===== src/rtl/sact_pkg.sv =====
// Shared types and command codes of the cache tag and LRU controller.
package sact_pkg;

	localparam logic [1:0] CMD_LOOKUP = 2'd0;
	localparam logic [1:0] CMD_FILL   = 2'd1;
	localparam logic [1:0] CMD_EVICT  = 2'd2;
	localparam logic [1:0] CMD_RETAG  = 2'd3;

	localparam int ADDR_W = 32;

	// Controller to datapath.
	typedef struct packed {
		logic load;   // capture the input item
		logic read;   // read the set from the stores
		logic decide; // register the search results
		logic write;  // update stores and result
	} sact_cmd_t;

	// Datapath to controller: nothing beyond the item kind is needed.
	typedef struct packed {
		logic [1:0] cmd;
	} sact_stat_t;

endpackage


===== src/rtl/sact_ctrl.sv =====
// Controller state machine of the cache tag and LRU controller.
module sact_ctrl import sact_pkg::*; (
	input  logic       clk,
	input  logic       arst_n,
	input  logic       in_valid,
	output logic       in_ready,
	output logic       out_valid,
	input  logic       out_ready,
	input  sact_stat_t stat,
	output sact_cmd_t  ctl
);

	localparam logic [2:0] ST_IDLE   = 3'd0;
	localparam logic [2:0] ST_READ   = 3'd1;
	localparam logic [2:0] ST_DECIDE = 3'd2;
	localparam logic [2:0] ST_WRITE  = 3'd3;
	localparam logic [2:0] ST_OUT    = 3'd4;

	logic [2:0] state_q;
	logic       busy;

	assign busy      = (state_q != ST_IDLE) && (state_q != ST_OUT);
	assign out_valid = (state_q == ST_OUT);
	assign in_ready  = (state_q == ST_IDLE) || (state_q == ST_OUT && out_ready);

	always_comb begin
		ctl.load   = in_valid && in_ready;
		ctl.read   = (state_q == ST_READ);
		ctl.decide = (state_q == ST_DECIDE);
		ctl.write  = (state_q == ST_WRITE);
	end

	always_ff @(posedge clk or negedge arst_n) begin
		if (!arst_n) begin
			state_q <= ST_IDLE;
		end else begin
			case (state_q)
				ST_IDLE:   if (in_valid) state_q <= ST_READ;
				ST_READ:   state_q <= ST_DECIDE;
				ST_DECIDE: state_q <= ST_WRITE;
				ST_WRITE:  state_q <= ST_OUT;
				ST_OUT: begin
					if (out_ready) state_q <= in_valid ? ST_READ : ST_IDLE;
				end
				default:   state_q <= ST_IDLE;
			endcase
		end
	end

	logic unused_ok;
	assign unused_ok = busy ^ stat.cmd[0] ^ stat.cmd[1];

endmodule


===== config.mk =====
export PLATFORM = sky130hd
export DESIGN_NAME = sact_ctrl
export DESIGN_NICKNAME = d
export VERILOG_FILES = /design/src/rtl/sact_pkg.sv /design/src/rtl/sact_ctrl.sv
export SDC_FILE = /design/constraint.sdc
export NUM_CORES = 1
export LEC_CHECK = 0
export BUFFER_PORTS_ARGS = -buffer_cell sky130_fd_sc_hd__buf_2
export CAP_MARGIN = 20
export CORE_AREA = 10 10 47 49
export DETAILED_ROUTE_END_ITERATION = 6
export DIE_AREA = 0 0 57 59
export PLACE_DENSITY_LB_ADDON = 0.15
export SLEW_MARGIN = 20
export SYNTH_ARGS = -nofsm -noshare
export SYNTH_HDL_FRONTEND = slang
export SYNTH_SLANG_ARGS = --single-unit

===== constraint.sdc =====
create_clock -name clk -period 1.4 [get_ports clk]
set_clock_uncertainty 0.2 [all_clocks]
set_input_delay 0 -clock clk [delete_from_list [all_inputs] [get_ports clk]]
set_output_delay 0 -clock clk [all_outputs]
set_load 0.005 [all_outputs]

==> metrics.txt <==
initial antenna violation count=0; CP required=1.20 ns; clk slew on worst S/H paths=0.03 ns; Biggest register=state_q; port buffer count=9; biggest regs=state_q (3); Crit. End Element=primary output; sequential power share=between 30% and 40%; clock sinks=3; number of global-route vias before repair=188; total CTS buffers=3; max frequency=766 MHz; Min Hold Slack=0.370 ns; global-route wire length before repair=828 um; Final TNS setup=0 ns; PD cells=1930 nW/um^2; row count=14; synthesized area=171 um^2; ratio of cells with drive above 1 in the final layout=40.0%; Psw=~210 uW; Mapped Cells=18; area of the core=~1400 um^2; WL per Instance=10.5 um; total congestion overflow=0; clock latency on the worst-skew pair=0.23 ns; Tcrit/Tclk final=93.2%; H-tree levels=1; Leak=about 0.00015 uW; Placer Congestion=0.730; Synth Register Bits=3; syn nets=24; CP Launch Type=flop; Die X=roughly 57 um; Nets=42; clock buffer depth=2; clock share of power=25.5%; Setup violations, final=0; Max-slew headroom=84.9%; largest net degree at the start of global routing=9; Hold Crit Class=flop to flop; status=finished, final reports clean; Sw Share=36.2%; Starting Density=12.2%; DRC=0; Comb pwr share=about two fifths; drt first pass iters=1; VDD IR max=around 0.52 mV; final hold vios=0; CTS root buffer=clkbuf_4; setup repair after global routing missed its margin=false; Max FO, Critical Path=6; TritonCTS clock tree=yes; Via density=about 3.5; Largest register FFs=3; Area growth, synth to finish=78.1%; Cell Int Power=377 uW; CP Class=flop to primary output; DRT antenna net count=0; Mapped Avg Cell Area=approximately 9.5 um^2; DR vias=176; Least-Margin Pin Slew=around 0.23 ns; n_diodes=0; Slew Limit Fails=0; Max-Cap Viols=0; die height=between 50 and 60 um; Tot GR Track Use=3.33%; DRT iter0 DRCs=0; final wirelength=534 um; Die ar.=3360 um^2; Seq/Total Area, Yosys=between 40% and 50%; crit path DAT=1.11 ns; Tmin final=around 1.3 ns; total number of yosys warnings=0; post-synthesis cell type count=12; io pins=12
## cells by family (layout without fill, tap and decap cells)
group                  count (synthesis)  in the layout  share of synthesized area (%)
AND/OR/NAND/NOR                       11             11                           39.4
flip-flops                             3              3                           43.8
AO/OA/AOI/OAI                          2              2                           9.49
XOR/XNOR                               1              1                           5.11
buffers and inverters                  1             18                           2.19
## synth_stat cells
| cell | number | area (um^2) |
|---|---|---|
| dfrtp_1 | 3 | 75.1 |
| nor2_1 | 3 | 11.3 |
| nand2b_1 | 2 | 12.5 |
| nor3b_1 | 2 | 15.0 |
| a211oi_1 | 1 | 7.51 |
| a31o_1 | 1 | 8.76 |
| and2_1 | 1 | 6.26 |
| and2_2 | 1 | 7.51 |
| and3_1 | 1 | 6.26 |
| and3b_1 | 1 | 8.76 |
| inv_1 | 1 | 3.75 |
| xnor2_1 | 1 | 8.76 |
## through the flow
stage | instance area [um^2] | instances | setup slack, ns | power [uW] | utilization [%]
2_1_floorplan | 171 | 18 | 0.289 | 318 | -
3_3_place_gp | 236 | 43 | 0.228 | 429 | 16.9
3_5_place_dp | 236 | 43 | 0.218 | 431 | 16.9
4_1_cts | 303 | 51 | 0.0439 | 602 | 21.6
5_1_grt | 305 | 51 | 0.0102 | 650 | 21.8
6_report | 305 | 51 | 0.0947 | 591 | 21.8
## power by group through the flow
| stage | clock network (uW) | registers (uW) | logic (uW) |
|---|---|---|---|
| 2_1_floorplan | 0 | 173 | 145 |
| 3_3_place_gp | 0 | 189 | 240 |
| 3_5_place_dp | 0 | 190 | 241 |
| 4_1_cts | 162 | 189 | 251 |
| 5_1_grt | 164 | 204 | 282 |
| 6_report | 150 | 195 | 245 |
## cell type report
class | instances | area [um^2]
Clock buffer | 4 | 26.3
Fill cell | 166 | 1100
Inverter | 1 | 3.75
Multi-Input combinational cell | 14 | 95.1
Sequential cell | 3 | 75.1
Tap cell | 16 | 20.0
Timing Repair Buffer | 13 | 85.1
## critical path, cell delays in order (launching register included)
cell and delay, ns:
dfrtp_1 0.44, nor2_2 0.17, and3_1 0.16, buf_2 0.11
## per-layer routing
| metal | wire length [um] | global-route usage (%) | vias to the layer above |
|---|---|---|---|
| met2 | 201 | 4.19 | 8 |
| met3 | 67 | 1.93 | 0 |
| met5 | 0 | 0 | - |
| met1 | 265 | 3.46 | 74 |
| li1 | - | - | 94 |
| met4 | 0 | 4.03 | 0 |
## layout by cell type, fill, tap and decap left out, drive strengths merged
cell type / netlist / final
buf: 0 / 9
nor2: 3 / 3
nor3b: 2 / 2
dfrtp: 3 / 3
a211oi: 1 / 1
xnor2: 1 / 1
a31o: 1 / 1
clkbuf: 0 / 4
and3: 1 / 1
and3b: 1 / 1
nand2b: 2 / 2
dlygate4sd3: 0 / 4
and2: 2 / 2
inv: 1 / 1
## final timing paths
path,cells past startpoint,startpoint,slack [ns],to
max in group asynchronous,3,arst_n,0.42,state_q[1]
max reg2reg,2,state_q[2],0.22,state_q[2]
min reg2reg,1,state_q[0],0.37,state_q[0]
min in group asynchronous,3,arst_n,0.44,state_q[2]
max,3,state_q[0],0.09,ctl[3]
min,1,state_q[0],0.37,state_q[0]
## repair_timing
item,in CTS,in global routing
hold buffers,4,0
buffers inserted,0,0
gates resized for setup,0,1
hold endpoints to repair,5,0
endpoints found under the setup margin,0,3
Note: power is estimated with default switching activity, not from simulation.
